**src/hw/rtl/xsmp_pkg.sv**
```systemverilog
// Shared types, constants and generator functions for the xoshiro coefficient sampler.
// No dependencies; every other file of the block refers to this package by scoped names.
package xsmp_pkg;

  localparam int unsigned COEF_W  = 12;
  localparam int unsigned MOD_W   = 13;
  localparam int unsigned ETA_W   = 5;
  localparam int unsigned WORD_W  = 64;
  localparam int unsigned IDX_W   = 2;
  localparam int unsigned KIND_W  = 3;
  localparam int unsigned DRAW_W  = 32;
  localparam int unsigned VAL_W   = 14;

  localparam logic [MOD_W-1:0] MOD_RESET = 13'd3329;
  localparam logic [MOD_W-1:0] MOD_MIN   = 13'd2;
  localparam logic [MOD_W-1:0] MOD_MAX   = 13'd4096;
  localparam logic [ETA_W-1:0] ETA_MAX   = 5'd16;

  localparam int unsigned Q_DEPTH = 2;
  localparam int unsigned Q_PTR_W = (Q_DEPTH > 1) ? $clog2(Q_DEPTH) : 1;
  localparam int unsigned Q_CNT_W = $clog2(Q_DEPTH + 1);

  // Command codes match the input kind field; the remaining kind codes carry no work.
  typedef enum logic [KIND_W-1:0] {
    OP_LOAD    = 3'd0,
    OP_FINISH  = 3'd1,
    OP_DEFAULT = 3'd2,
    OP_UNIFORM = 3'd3,
    OP_CBD     = 3'd4
  } op_t;

  typedef logic [3:0][WORD_W-1:0] gen_t;

  localparam gen_t GEN_DEFAULT = {
    64'h1234567890abcdef,
    64'h9c2c1d3e4f5a6b7c,
    64'hda3e39cb94b95bdb,
    64'h853c49e6748fea9b
  };

  typedef struct packed {
    op_t               op;
    logic [IDX_W-1:0]  word_index;
    logic [WORD_W-1:0] seed_word;
    logic [ETA_W-1:0]  eta;
  } cmd_t;

  typedef struct packed {
    logic full;
    logic empty;
  } q_status_t;

  // One xoshiro256 state transition.
  function automatic gen_t gen_next(input gen_t g);
    gen_t              n;
    logic [WORD_W-1:0] sh;
    sh   = {g[1][WORD_W-18:0], 17'd0};
    n[2] = g[2] ^ g[0];
    n[3] = g[3] ^ g[1];
    n[1] = g[1] ^ n[2];
    n[0] = g[0] ^ n[3];
    n[2] = n[2] ^ sh;
    n[3] = {n[3][WORD_W-46:0], n[3][WORD_W-1:WORD_W-45]};
    return n;
  endfunction

  function automatic logic [WORD_W-1:0] times5(input logic [WORD_W-1:0] w);
    return w + {w[WORD_W-3:0], 2'b00};
  endfunction

  // Upper half of rotl(p, 7) * 9, where p already holds word1 * 5.
  function automatic logic [DRAW_W-1:0] gen_draw(input logic [WORD_W-1:0] p);
    logic [WORD_W-1:0] y;
    logic [WORD_W-1:0] z;
    y = {p[WORD_W-8:0], p[WORD_W-1:WORD_W-7]};
    z = y + {y[WORD_W-4:0], 3'b000};
    return z[WORD_W-1:WORD_W-DRAW_W];
  endfunction

  function automatic logic [MOD_W-1:0] mod_clamp(input logic [MOD_W-1:0] m);
    logic [MOD_W-1:0] r;
    r = m;
    if (m < MOD_MIN) r = MOD_MIN;
    if (m > MOD_MAX) r = MOD_MAX;
    return r;
  endfunction

endpackage

```
**src/hw/rtl/xsmp_if.sv**
```systemverilog
// Channel interfaces of the xoshiro coefficient sampler: request channel and result channel.
// Depends on xsmp_pkg for field widths.
interface xsmp_in_if;
  logic                        valid;
  logic                        ready;
  logic [xsmp_pkg::KIND_W-1:0] kind;
  logic [xsmp_pkg::IDX_W-1:0]  word_index;
  logic [xsmp_pkg::WORD_W-1:0] seed_word;
  logic [xsmp_pkg::ETA_W-1:0]  eta;

  modport source (output valid, output kind, output word_index, output seed_word,
                  output eta, input ready);
  modport sink (input valid, input kind, input word_index, input seed_word,
                input eta, output ready);
endinterface

interface xsmp_out_if;
  logic                        valid;
  logic                        ready;
  logic [xsmp_pkg::COEF_W-1:0] coefficient;

  modport source (output valid, output coefficient, input ready);
  modport sink (input valid, input coefficient, output ready);
endinterface

```
**src/hw/rtl/xsmp_front.sv**
```systemverilog
// Front end: accepts request beats, drops unused kinds and turns the rest into commands.
// Depends on xsmp_pkg and xsmp_in_if; feeds xsmp_queue.
module xsmp_front (
  xsmp_in_if.sink              in_if,
  input  xsmp_pkg::q_status_t  q_stat,
  output logic                 push,
  output xsmp_pkg::cmd_t       push_cmd
);

  logic keep;

  assign in_if.ready = !q_stat.full;

  always_comb begin
    unique case (in_if.kind)
      xsmp_pkg::OP_LOAD, xsmp_pkg::OP_FINISH, xsmp_pkg::OP_DEFAULT,
      xsmp_pkg::OP_UNIFORM, xsmp_pkg::OP_CBD: begin
        keep = 1'b1;
      end
      default: begin
        keep = 1'b0;
      end
    endcase
  end

  always_comb begin
    push_cmd.op         = xsmp_pkg::op_t'(in_if.kind);
    push_cmd.word_index = in_if.word_index;
    push_cmd.seed_word  = in_if.seed_word;
    push_cmd.eta        = (in_if.eta > xsmp_pkg::ETA_MAX) ? xsmp_pkg::ETA_MAX : in_if.eta;
  end

  assign push = in_if.valid && in_if.ready && keep;

endmodule

```
**src/hw/rtl/xsmp_queue.sv**
```systemverilog
// Short command queue between the front end and the sampling engine.
// Depends on xsmp_pkg for the command type and depth.
module xsmp_queue (
  input  logic                 clk,
  input  logic                 rst_n,
  input  logic                 push,
  input  xsmp_pkg::cmd_t       push_cmd,
  input  logic                 pop,
  output xsmp_pkg::cmd_t       pop_cmd,
  output xsmp_pkg::q_status_t  q_stat
);

  localparam int unsigned PW = xsmp_pkg::Q_PTR_W;
  localparam int unsigned CW = xsmp_pkg::Q_CNT_W;

  xsmp_pkg::cmd_t  mem_r [xsmp_pkg::Q_DEPTH];
  logic [PW-1:0]   wr_ptr_r, wr_ptr_nxt;
  logic [PW-1:0]   rd_ptr_r, rd_ptr_nxt;
  logic [CW-1:0]   cnt_r, cnt_nxt;

  assign q_stat.full  = (cnt_r == CW'(xsmp_pkg::Q_DEPTH));
  assign q_stat.empty = (cnt_r == '0);
  assign pop_cmd      = mem_r[rd_ptr_r];

  always_comb begin
    wr_ptr_nxt = wr_ptr_r;
    rd_ptr_nxt = rd_ptr_r;
    cnt_nxt    = cnt_r;
    if (push) begin
      wr_ptr_nxt = (wr_ptr_r == PW'(xsmp_pkg::Q_DEPTH - 1)) ? '0 : wr_ptr_r + 1'b1;
    end
    if (pop) begin
      rd_ptr_nxt = (rd_ptr_r == PW'(xsmp_pkg::Q_DEPTH - 1)) ? '0 : rd_ptr_r + 1'b1;
    end
    if (push && !pop) begin
      cnt_nxt = cnt_r + 1'b1;
    end else if (pop && !push) begin
      cnt_nxt = cnt_r - 1'b1;
    end
  end

  always_ff @(posedge clk) begin
    if (!rst_n) begin
      wr_ptr_r <= '0;
      rd_ptr_r <= '0;
      cnt_r    <= '0;
    end else begin
      wr_ptr_r <= wr_ptr_nxt;
      rd_ptr_r <= rd_ptr_nxt;
      cnt_r    <= cnt_nxt;
    end
  end

  always_ff @(posedge clk) begin
    if (push) begin
      mem_r[wr_ptr_r] <= push_cmd;
    end
  end

  a_no_push_full: assert property (@(posedge clk) disable iff (!rst_n)
    push |-> !q_stat.full)
    else $error("command queue written while full");

  a_no_pop_empty: assert property (@(posedge clk) disable iff (!rst_n)
    pop |-> !q_stat.empty)
    else $error("command queue read while empty");

  a_cnt_bound: assert property (@(posedge clk) disable iff (!rst_n)
    cnt_r <= CW'(xsmp_pkg::Q_DEPTH))
    else $error("command queue count beyond depth");

endmodule

```
**src/hw/rtl/xsmp_back.sv**
```systemverilog
// Sampling engine: generator state, seed commands, rejection and binomial sampling,
// modulus register and result register. Depends on xsmp_pkg and xsmp_out_if.
module xsmp_back #(
  parameter int unsigned LOG_MODULUS = 12
) (
  input  logic                           clk,
  input  logic                           rst_n,
  input  xsmp_pkg::q_status_t            q_stat,
  input  xsmp_pkg::cmd_t                 q_cmd,
  output logic                           q_pop,
  input  logic                           cfg_we,
  input  logic [xsmp_pkg::MOD_W-1:0]     cfg_data,
  xsmp_out_if.source                     out_if
);

  localparam int unsigned CMP_W =
    (LOG_MODULUS > xsmp_pkg::MOD_W) ? LOG_MODULUS : xsmp_pkg::MOD_W;
  localparam int unsigned VW = xsmp_pkg::VAL_W;
  localparam int unsigned CNT_W = xsmp_pkg::ETA_W;

  typedef enum logic [4:0] {
    ST_IDLE   = 5'b00001,
    ST_STEP   = 5'b00010,
    ST_DRAW   = 5'b00100,
    ST_CBD    = 5'b01000,
    ST_REDUCE = 5'b10000
  } state_t;

  state_t                            state_r, state_nxt;
  xsmp_pkg::gen_t                    gen_r, gen_nxt;
  logic [xsmp_pkg::WORD_W-1:0]       p_r, p_nxt;
  logic [xsmp_pkg::DRAW_W-1:0]       d_r, d_nxt;
  logic signed [VW-1:0]              v_r, v_nxt;
  xsmp_pkg::op_t                     op_r, op_nxt;
  logic [xsmp_pkg::ETA_W-1:0]        eta_r, eta_nxt;
  logic [xsmp_pkg::MOD_W-1:0]        mod_r;
  logic                              ovalid_r, ovalid_nxt;
  logic [xsmp_pkg::COEF_W-1:0]       coef_r, coef_nxt;

  logic [xsmp_pkg::MOD_W-1:0]        m_work;
  logic signed [VW-1:0]              m_s;
  logic [xsmp_pkg::DRAW_W-1:0]       draw;
  logic [CMP_W-1:0]                  r_ext;
  logic                              uni_ok;
  logic                              slot_free;
  logic [15:0]                       lo_mask;
  logic [xsmp_pkg::DRAW_W-1:0]       hi_bits;
  logic [CNT_W-1:0]                  cnt_a, cnt_b;
  logic signed [VW-1:0]              v_cbd;

  assign m_work    = xsmp_pkg::mod_clamp(mod_r);
  assign m_s       = $signed({1'b0, m_work});
  assign draw      = xsmp_pkg::gen_draw(p_r);
  assign r_ext     = CMP_W'(draw[LOG_MODULUS-1:0]);
  assign uni_ok    = r_ext < CMP_W'(m_work);
  assign slot_free = !ovalid_r || out_if.ready;

  // Centered binomial: ones in the low eta bits minus ones in the next eta bits.
  assign lo_mask = 16'((17'd1 << eta_r) - 17'd1);
  assign hi_bits = d_r >> eta_r;
  assign cnt_a   = CNT_W'($countones(d_r[15:0] & lo_mask));
  assign cnt_b   = CNT_W'($countones(hi_bits[15:0] & lo_mask));
  assign v_cbd   = $signed(VW'(cnt_a)) - $signed(VW'(cnt_b));

  assign q_pop = (state_r == ST_IDLE) && !q_stat.empty;

  assign out_if.valid       = ovalid_r;
  assign out_if.coefficient = coef_r;

  always_comb begin
    state_nxt  = state_r;
    gen_nxt    = gen_r;
    p_nxt      = p_r;
    d_nxt      = d_r;
    v_nxt      = v_r;
    op_nxt     = op_r;
    eta_nxt    = eta_r;
    coef_nxt   = coef_r;
    ovalid_nxt = ovalid_r && !out_if.ready;

    unique case (state_r)
      ST_IDLE: begin
        if (q_pop) begin
          unique case (q_cmd.op)
            xsmp_pkg::OP_LOAD: begin
              gen_nxt[q_cmd.word_index] = q_cmd.seed_word;
            end
            xsmp_pkg::OP_FINISH: begin
              if (gen_r == '0) gen_nxt = xsmp_pkg::GEN_DEFAULT;
            end
            xsmp_pkg::OP_DEFAULT: begin
              gen_nxt = xsmp_pkg::GEN_DEFAULT;
            end
            xsmp_pkg::OP_UNIFORM, xsmp_pkg::OP_CBD: begin
              op_nxt    = q_cmd.op;
              eta_nxt   = q_cmd.eta;
              state_nxt = ST_STEP;
            end
            default: begin
              state_nxt = ST_IDLE;
            end
          endcase
        end
      end
      ST_STEP: begin
        p_nxt     = xsmp_pkg::times5(gen_r[1]);
        gen_nxt   = xsmp_pkg::gen_next(gen_r);
        state_nxt = ST_DRAW;
      end
      ST_DRAW: begin
        d_nxt = draw;
        if (op_r == xsmp_pkg::OP_CBD) begin
          state_nxt = ST_CBD;
        end else if (!uni_ok) begin
          // Rejected draw: the next generator step overlaps this cycle.
          p_nxt   = xsmp_pkg::times5(gen_r[1]);
          gen_nxt = xsmp_pkg::gen_next(gen_r);
        end else if (slot_free) begin
          coef_nxt   = r_ext[xsmp_pkg::COEF_W-1:0];
          ovalid_nxt = 1'b1;
          state_nxt  = ST_IDLE;
        end
      end
      ST_CBD: begin
        v_nxt     = v_cbd;
        state_nxt = ST_REDUCE;
      end
      ST_REDUCE: begin
        if (v_r < 0) begin
          v_nxt = v_r + m_s;
        end else if (v_r >= m_s) begin
          v_nxt = v_r - m_s;
        end else if (slot_free) begin
          coef_nxt   = v_r[xsmp_pkg::COEF_W-1:0];
          ovalid_nxt = 1'b1;
          state_nxt  = ST_IDLE;
        end
      end
      default: begin
        state_nxt = ST_IDLE;
      end
    endcase
  end

  always_ff @(posedge clk) begin
    if (!rst_n) begin
      state_r  <= ST_IDLE;
      gen_r    <= xsmp_pkg::GEN_DEFAULT;
      mod_r    <= xsmp_pkg::MOD_RESET;
      ovalid_r <= 1'b0;
    end else begin
      state_r  <= state_nxt;
      gen_r    <= gen_nxt;
      ovalid_r <= ovalid_nxt;
      if (cfg_we) mod_r <= cfg_data;
    end
  end

  always_ff @(posedge clk) begin
    p_r    <= p_nxt;
    d_r    <= d_nxt;
    v_r    <= v_nxt;
    op_r   <= op_nxt;
    eta_r  <= eta_nxt;
    coef_r <= coef_nxt;
  end

  a_coef_in_range: assert property (@(posedge clk) disable iff (!rst_n)
    ovalid_r |-> (xsmp_pkg::MOD_W'(coef_r) < m_work))
    else $error("pending coefficient not below the modulus");

  a_reduce_bound: assert property (@(posedge clk) disable iff (!rst_n)
    (state_r == ST_REDUCE) |-> ((v_r > -14'sd17) && (v_r < m_s + 14'sd17)))
    else $error("binomial value outside its reduction window");

  a_gen_quiet: assert property (@(posedge clk) disable iff (!rst_n)
    ((state_r == ST_CBD) || (state_r == ST_REDUCE)) |=> $stable(gen_r))
    else $error("generator state moved outside a draw");

endmodule

```
**src/hw/rtl/xoshiro_polynomial_coefficient_sampler.sv**
```systemverilog
// Top level of the xoshiro256** coefficient sampler: front end, command queue, engine.
// Depends on xsmp_pkg, xsmp_if, xsmp_front, xsmp_queue and xsmp_back.
//
//   channel   direction  beat contents
//   in_if     sink       kind, word_index, seed_word, eta
//   out_if    source     coefficient
//   cfg_*     write      modulus (13 bits)
//
// The engine handles one command at a time. Seed beats are applied as they are popped.
// A uniform sample runs through the step and draw states to the result register, a
// rejected draw repeating the step in the draw state; a binomial sample runs through
// step, draw, binomial and reduce, the reduce loop adding or subtracting the modulus
// once per cycle. Reset is synchronous and loads the default seed and a modulus of 3329.
// The two-entry queue keeps taking beats while not full, also while a result waits in the output register.
module xoshiro_polynomial_coefficient_sampler #(
  parameter int unsigned LOG_MODULUS = 12
) (
  input  logic                        clk,
  input  logic                        rst_n,
  xsmp_in_if.sink                     in_if,
  xsmp_out_if.source                  out_if,
  input  logic                        cfg_we,
  input  logic [xsmp_pkg::MOD_W-1:0]  cfg_data
);

  xsmp_pkg::q_status_t q_stat;
  xsmp_pkg::cmd_t      push_cmd;
  xsmp_pkg::cmd_t      pop_cmd;
  logic                push;
  logic                pop;

  xsmp_front u_front (
    .in_if    (in_if),
    .q_stat   (q_stat),
    .push     (push),
    .push_cmd (push_cmd)
  );

  xsmp_queue u_queue (
    .clk      (clk),
    .rst_n    (rst_n),
    .push     (push),
    .push_cmd (push_cmd),
    .pop      (pop),
    .pop_cmd  (pop_cmd),
    .q_stat   (q_stat)
  );

  xsmp_back #(
    .LOG_MODULUS (LOG_MODULUS)
  ) u_back (
    .clk      (clk),
    .rst_n    (rst_n),
    .q_stat   (q_stat),
    .q_cmd    (pop_cmd),
    .q_pop    (pop),
    .cfg_we   (cfg_we),
    .cfg_data (cfg_data),
    .out_if   (out_if)
  );

endmodule
```
**src/flat_wrapper.sv**
```systemverilog
// flat-port wrapper written by rule: the top's interface ports become plain ports
module xoshiro_polynomial_coefficient_sampler_flat 
#(
  parameter int unsigned LOG_MODULUS = 12
)
  (clk, rst_n, cfg_we, cfg_data, in_if_valid, in_if_kind, in_if_word_index, in_if_seed_word, in_if_eta, in_if_ready, out_if_valid, out_if_coefficient, out_if_ready);
  xsmp_in_if in_if_i ();
  xsmp_out_if out_if_i ();
  input  logic clk;
  input  logic rst_n;
  input  logic cfg_we;
  input  logic [xsmp_pkg::MOD_W-1:0] cfg_data;
  input wire logic [$bits(in_if_i.valid)-1:0] in_if_valid;
  input wire logic [$bits(in_if_i.kind)-1:0] in_if_kind;
  input wire logic [$bits(in_if_i.word_index)-1:0] in_if_word_index;
  input wire logic [$bits(in_if_i.seed_word)-1:0] in_if_seed_word;
  input wire logic [$bits(in_if_i.eta)-1:0] in_if_eta;
  output wire logic [$bits(in_if_i.ready)-1:0] in_if_ready;
  output wire logic [$bits(out_if_i.valid)-1:0] out_if_valid;
  output wire logic [$bits(out_if_i.coefficient)-1:0] out_if_coefficient;
  input wire logic [$bits(out_if_i.ready)-1:0] out_if_ready;
  assign in_if_i.valid = in_if_valid;
  assign in_if_i.kind = in_if_kind;
  assign in_if_i.word_index = in_if_word_index;
  assign in_if_i.seed_word = in_if_seed_word;
  assign in_if_i.eta = in_if_eta;
  assign in_if_ready = in_if_i.ready;
  assign out_if_valid = out_if_i.valid;
  assign out_if_coefficient = out_if_i.coefficient;
  assign out_if_i.ready = out_if_ready;
  xoshiro_polynomial_coefficient_sampler #(.LOG_MODULUS(LOG_MODULUS)) u_core (.clk(clk), .rst_n(rst_n), .in_if(in_if_i), .out_if(out_if_i), .cfg_we(cfg_we), .cfg_data(cfg_data));
endmodule
```
**config.mk**
```make
export PLATFORM = sky130hd
export DESIGN_NAME = xoshiro_polynomial_coefficient_sampler_flat
export DESIGN_NICKNAME = d
export VERILOG_FILES = /design/src/hw/rtl/xsmp_pkg.sv /design/src/hw/rtl/xsmp_if.sv /design/src/hw/rtl/xsmp_front.sv /design/src/hw/rtl/xsmp_queue.sv /design/src/hw/rtl/xsmp_back.sv /design/src/hw/rtl/xoshiro_polynomial_coefficient_sampler.sv /design/src/flat_wrapper.sv
export SDC_FILE = /design/constraint.sdc
export NUM_CORES = 2
export LEC_CHECK = 0
export BUFFER_PORTS_ARGS = -buffer_cell sky130_fd_sc_hd__buf_4
export CAP_MARGIN = 20
export CORE_MARGIN = 4
export CORE_UTILIZATION = 58
export CTS_BUF_LIST = sky130_fd_sc_hd__clkbuf_4 sky130_fd_sc_hd__clkbuf_8 sky130_fd_sc_hd__clkbuf_16
export CTS_CLUSTER_SIZE = 12
export DETAILED_ROUTE_END_ITERATION = 7
export GPL_ROUTABILITY_DRIVEN = 1
export PLACE_DENSITY_LB_ADDON = 0.12
export REMOVE_ABC_BUFFERS = 1
export SLEW_MARGIN = 20
export SYNTH_ARGS = -nofsm -noshare
export SYNTH_HDL_FRONTEND = slang
export SYNTH_HIERARCHICAL = 1
export SYNTH_SLANG_ARGS = --single-unit
```
**constraint.sdc**
```tcl
create_clock -name clk -period 10.1 [get_ports clk]
set_input_delay 0.505 -clock clk [delete_from_list [all_inputs] [get_ports clk]]
set_output_delay 0.505 -clock clk [all_outputs]
set_load 0.02 [all_outputs]
```
=== Word-level counts from Yosys, hierarchy flattened ===
Memory sizes are Yosys's and may differ from the RTL's. A register that Yosys moved wholly into a read port is not among the register bits.
Cells that the tools add are included.

* Divide/modulo/power cells: 0
* $mul: 0
* Multiplexer cells: 48
* $lt $le $gt $ge: 8
* Shift operators: 2
* Reductions and logical operators: 32
* Eq/ne operators: 28
* Bitwise operators: 7
* Add/sub/neg operators: 40

{| class="wikitable"
|+ Operators by type and width
! kind !! number
|-
| $pmux W256 S3 || 2
|-
| $mux W256 || 4
|-
| $xor A64 B64 Y64 || 5
|-
| $bwmux W256 || 1
|-
| $logic_not A256 Y1 || 1
|-
| $mux W64 || 3
|-
| $add A64 B64 Y64 || 2
|-
| $demux W64 S2 || 1
|-
| $pmux W64 S2 || 1
|-
| $mux W12 || 6
|-
| $mux W5 || 7
|-
| $add A1 B1 Y2 || 16
|-
| $and A16 B16 Y16 || 2
|-
| $shr A32 B5 Y16 || 1
|-
| $mux W14 || 2
|-
| $pmux W14 S2 || 1
|-
| $mux W13 || 2
|-
| $pmux W5 S5 || 1
|-
| $add A2 B2 Y3 || 8
|-
| $pmux W12 S2 || 1
|-
| $add A3 B3 Y4 || 4
|-
| $ne A2 B2 Y1 const B || 8
|-
| $shl A1 B5 Y16 const A || 1
|-
| $sub A16 B1 Y16 const B || 1
|-
| 46 further kinds || 84
|}

* Bits of input ports: 92
* Bits in writable memories: 148
* Memories: 1
* Bits in read-only memories: 0
* Output and inout port bits: 14
* Logic and storage cells: 182
* Register bits: 409
* Latch bits: 0

{| class="wikitable"
|+ Memory list
! memory !! depth !! width !! rd ports !! clocked after Yosys merged registers in !! wr ports !! RTL line !! source
|-
| u_core.u_queue.mem_r || 2 || 74 || 1 || 1 || 1 || xsmp_queue.sv:16 || <nowiki>xsmp_pkg::cmd_t mem_r [xsmp_pkg::Q_DEPTH];</nowiki>
|}

=== Logic depth before layout (Yosys ltp) ===
* Word-level depth: 9
* Gate-level depth with buffers: 41
* Depth with buffers taken out: 36

=== Cells and area by module ===
The synthesis kept the hierarchy.

{| class="wikitable"
|+ By module, submodules not included
! module !! area each (sq um) !! instances !! cells each !! seq. area each (sq um)
|-
| xsmp_back || 30249.0 || 1 || 3653 || 9409.0
|-
| xsmp_queue || 5576.6 || 1 || 252 || 4544.4
|-
| xsmp_front || 561.8 || 1 || 77 || 0.0
|}

=== Worst setup path before layout ===
Ideal clock, no wire load.

* Kind: register to register
* Start: register u_core/u_back/eta_r[1] (netlist name)
* End: register u_core.u_back.v_r[4] (data pin)
* Data arrival time: 9324 ps
* Required time: 9844 ps
* Clock period less this slack: 9580 ps
* Library setup time: 256 ps
* Path slack: 520 ps
* Buffers on the path: 4
* Cell stages (with the launch flop): 37
* Cells stage by stage: edfxtp_1 > clkbuf_1 > clkbuf_1 > clkbuf_1 > nor2_1 > nand3_1 > ha_1 > nor2b_1 > fa_1 > inv_1 > fa_1 > fa_1 > inv_1 > ha_1 > fa_1 > xnor2_1 > fa_1 > inv_1 > ha_1 > a21o_1 > a21o_1 > clkbuf_1 > inv_2 > xnor2_1 > ha_1 > a21o_1 > fa_1 > fa_1 > fa_1 > inv_1 > fa_1 > inv_1 > ha_1 > a21oi_1 > nor2b_1 > or3_1 > a31o_2

* Word-level cells in the longest chain between the ends: 9
* Elaborated cells on any way between the ends: 37
* Those cells by class: add/sub: 32; shift: 2; mux: 1; bitwise: 2

{| class="wikitable"
|+ RTL lines
! item !! RTL line !! source
|-
| start: declaration || xsmp_back.sv:35 || <nowiki>logic [xsmp_pkg::ETA_W-1:0] eta_r, eta_nxt;</nowiki>
|-
| start signal: assignment || xsmp_back.sv:164 || <nowiki>eta_r <= eta_nxt;</nowiki>
|-
| $shl A1 B5 Y16 || xsmp_back.sv:59 || <nowiki>assign lo_mask = 16'((17'd1 << eta_r) - 17'd1);</nowiki>
|-
| $sub A16 B1 Y16 || xsmp_back.sv:59 ||
|-
| $and A16 B16 Y16, on equally long branches || xsmp_back.sv:61, xsmp_back.sv:62 ||
|-
| $add A1 B1 Y2, on equally long branches || xsmp_back.sv:61, xsmp_back.sv:62 ||
|-
| $add A2 B2 Y3, on equally long branches || xsmp_back.sv:61, xsmp_back.sv:62 ||
|-
| $add A3 B3 Y4, on equally long branches || xsmp_back.sv:61, xsmp_back.sv:62 ||
|-
| $add A4 B4 Y5, on equally long branches || xsmp_back.sv:61, xsmp_back.sv:62 ||
|-
| $sub A5 B5 Y6 * || xsmp_back.sv:63 || <nowiki>assign v_cbd = $signed(VW'(cnt_a)) - $signed(VW'(cnt_b));</nowiki>
|-
| $pmux W14 S2 * || xsmp_back.sv:81 || <nowiki>unique case (state_r)</nowiki>
|-
| via u_core.u_back.v_nxt[4] || xsmp_back.sv:33 || <nowiki>logic signed [VW-1:0] v_r, v_nxt;</nowiki>
|-
| end signal: assignment || xsmp_back.sv:162 || <nowiki>v_r <= v_nxt;</nowiki>
|-
| end: declaration || xsmp_back.sv:33 ||
|}

The timed path passes the listed nets; every way through them passes the cells marked *.
A chain may end at the register's enable or synchronous reset.

=== Final worst setup path ===
* Start: register u_core/u_back/eta_r[2] (netlist name)
* End: register u_core.u_back.v_r[9] (data pin)

Same word-level chain as after synthesis.

==> metrics.json <==
{
  "run_status": {
    "outcome": "finished clean"
  },
  "route": {
    "vias_per_cell": 6.51,
    "first_pass_iters": 6,
    "drt_iter0_markers": 3790,
    "detail-route-antenna-nets": 0,
    "drc_errors": 0,
    "avgRoutedWirePerCell_um": 23.6,
    "postRouteWirelength_mm": 112,
    "vias": 30800
  },
  "cts": {
    "cts_buffer_depth": 3,
    "cts_inserted_buffers": 61,
    "cts.htree.levels": 2,
    "cts_root_buffer": "clkbuf_16",
    "worst_skew_pair.late_latency_ns": 0.67,
    "clock_sink_count": 558,
    "post-cts-setup-buffer-count": 0,
    "tritoncts": "done",
    "cts.clk_slew.worst_paths_ns": 0.06
  },
  "final_layout": {
    "layout-area-overhead-vs-synth_pct": 7.70,
    "finish.net_count": 4147,
    "multiInputGateArea_um2": 20400,
    "layout.cells.non_filler": 4736,
    "nFillCells": 5355,
    "layout-drive-gt1-share": 0.115,
    "finalCoreUtilization": 0.633,
    "ff_latch_area_um2": 14000,
    "layout.cells.most_common_list": "385 x a21oi_1, 354 x nor2_1, 279 x dfxtp_1, 278 x edfxtp_1, 224 x xnor2_1",
    "layout_commonest_cell": "a21oi_1"
  },
  "grt": {
    "initial_antenna_violation_count": 0,
    "grt_pass1_vias": 29500,
    "grt_max_degree": 212,
    "global_route.usage.total": 0.326,
    "global_route_wire_length_before_repair_mm": 172,
    "grt_overflow_total": 0
  },
  "floorplanning": {
    "initial_core_util": 0.587,
    "die_h_um": 258,
    "dieArea_um2": 66800,
    "std_cell_rows": 91,
    "ioPinCount": 106,
    "core_region_area_um2": 61900,
    "chip_width_um": 258
  },
  "critical_path": {
    "critical_path.startpoint_type": "flip-flop",
    "largest_fanout_of_any_net_on_the_critical_path": 10,
    "critical_path.endpoint_type": "flip-flop",
    "worstPathArrival_ns": 9.88,
    "slowest_stage": "fa_1",
    "critical_path_class": "reg2reg",
    "required_ns": 10.57,
    "cpMostUsedCell": "fa_1",
    "crit_path_max_incr_delay_ns": 0.57
  },
  "timing": {
    "slew_headroom": 0.0852,
    "rsz0062_at_grt": "false",
    "finalHoldWorstSlack_ns": 0.0189,
    "fin_crit_ns": 9.40,
    "min_period_over_period": 0.931,
    "tightestPinTransition_ns": 1.37,
    "worst_clock_skew_ns": 0.0473,
    "timing.final.setup_violations": 0,
    "final_hold_viol_count": 0,
    "clock.fmax_mhz": 106,
    "pins_over_slew_limit": 0
  },
  "placement": {
    "number_of_i_o_port_buffers": 105,
    "gpl.final_weighted_congestion": 0.939,
    "dpl.cell_count": 4618,
    "dp.final_hpwl_mm": 76.4
  },
  "logic_synthesis": {
    "synth_async_sr_flop_share": 0,
    "mappedNetlistArea_um2": 36400,
    "synth.lib_cells_used.distinct": 76,
    "count_of_yosys_warnings_during_synthesis": 6,
    "number_of_register_bits_inferred_by_synthesis": 558,
    "number_of_enable_flip_flop_cells_after_synthesis": 278,
    "main_flop_type_after_synthesis": "dfxtp_1",
    "postSynthCellCount": 3982,
    "yosysSeqAreaShare": 0.383,
    "syn-mean-instance-area_um2": 9.14
  },
  "power_and_ir_drop": {
    "power.ir.vdd_worst_mv": 0.513,
    "leakage_nw": 14.6,
    "p_per_area_nw_per_um2": 261,
    "totalPowerFinal_mw": 10.2
  },
  "job": {
    "maxCapViolations": 0
  },
  "hold_path": {
    "hold_path_class": "in2reg"
  }
}
-- synth_stat cells (all sizes together) (18+ instances only) --
master | n | share of area
buf | 104 | 0.020
a211oi | 129 | 0.027
xor2 | 145 | 0.035
fa | 28 | 0.015
mux2i | 52 | 0.014
a221oi | 82 | 0.020
ha | 180 | 0.062
a21o | 75 | 0.015
inv | 131 | 0.014
o21ai | 234 | 0.032
clkbuf | 248 | 0.026
mux2 | 92 | 0.028
nor3 | 125 | 0.017
nand4 | 43 | 0.0074
o21bai | 27 | 0.0056
a32oi | 30 | 0.0072
edfxtp | 278 | 0.23
nor4 | 71 | 0.012
nor2b | 53 | 0.0091
nand3 | 58 | 0.0080
nor2 | 357 | 0.037
a211o | 30 | 0.0072
xnor2 | 224 | 0.054
and3 | 18 | 0.0031
a21oi | 387 | 0.053
dfxtp | 280 | 0.15
a31oi | 40 | 0.0069
nand2 | 208 | 0.021
a22oi | 26 | 0.0054
or2 | 18 | 0.0031
a31o | 33 | 0.0079
-- cell families (layout without fill, tap and decap cells) --
kind of cell,after synthesis,after routing,synth area share
AOI/OAI and AO/OA,1200,1200,0.213
and+or+nand+nor,1010,1010,0.130
DFF,558,558,0.383
buffers and inverters,483,399,0.0592
xor gates and xnor gates,369,369,0.0888
adders and majority gates,208,208,0.0773
muxes,154,154,0.0490
other,0,1,0
-- through the flow --
stage / TNS [ns] / area [um2] / worst slack [ns]
after detailed placement: 0 / 37100 / 0.571
after global placement: 0 / 37100 / 0.783
final: 0 / 39200 / 0.696
after floorplan: -1090.34 / 34700 / -5.53
after global routing: 0 / 39200 / 0.0131
after CTS: 0 / 39200 / 0.554
-- path summary, 6_finish.rpt --
check,slack (ns),cells past startpoint,end,start
worst min register to register,0.50,2,u_core/u_back/gen_r[223],u_core/u_back/gen_r[223]
worst max register to register,0.70,33,u_core/u_back/v_r[9],u_core/u_back/eta_r[2]
worst max-delay path,0.70,33,u_core/u_back/v_r[9],u_core/u_back/eta_r[2]
worst min-delay path,0.02,1,u_core/u_queue/mem_r[1][5],in_if_seed_word[0]
-- state kept, by name, indices dropped and copies added (netlist names), 3 cells and up, named ones only --
signal                            count
u_core/u_back/out_if.coefficient     12
u_core/u_back/eta_r                   5
u_core/u_back/p_r                    64
u_core/u_back/gen_r                 256
u_core/u_queue/mem_r                148
u_core/u_back/op_r                    3
u_core/u_back/v_r                    14
u_core/u_back/state_r                 5
u_core/u_back/d_r                    32
u_core/u_back/mod_r                  13
-- layout make-up --
cell class	instances	area share
diodes	1	0.0000639
clock buffers	85	0.0457
clock inverters	29	0.00690
inverters	131	0.0128
multi-input cells	2941	0.521
flip-flops and latches	558	0.356
well taps	837	0.0267
repair buffers	154	0.0304
-- where the power goes --
part / switching (mW) / internal, mW
combinational: 2.74 / 1.98
clock: 0.949 / 1.32
sequential: 0.369 / 2.86
total: 4.06 / 6.16
-- critical path, delay by kind of cell, from the launching register on --
family | cells | cell delay [ns]
and+or+nand+nor | 5 | 0.94
AOI/OAI and AO/OA | 6 | 1.27
DFF | 1 | 0.39
xor gates and xnor gates | 2 | 0.24
adders and majority gates | 14 | 5.88
buffers and inverters | 6 | 0.49
-- metal layers --
metal  share of wire  wire length (um)  vias to the layer above  global-route usage
met2            0.46             51100                     1418               0.524
met4           0.068              7620                        0               0.187
met3           0.083              9340                      369              0.0500
li1                -                 -                    14300                   -
met5               0                 0                        -                   0
met1            0.39             43900                    14700               0.420
-- what timing repair did --
action,CTS,global route
hold endpoints to repair,6,0
hold buffers,3,0
endpoints found under the setup margin,0,9
gates resized for setup,0,5
Note: power is estimated with default switching activity, not from simulation.
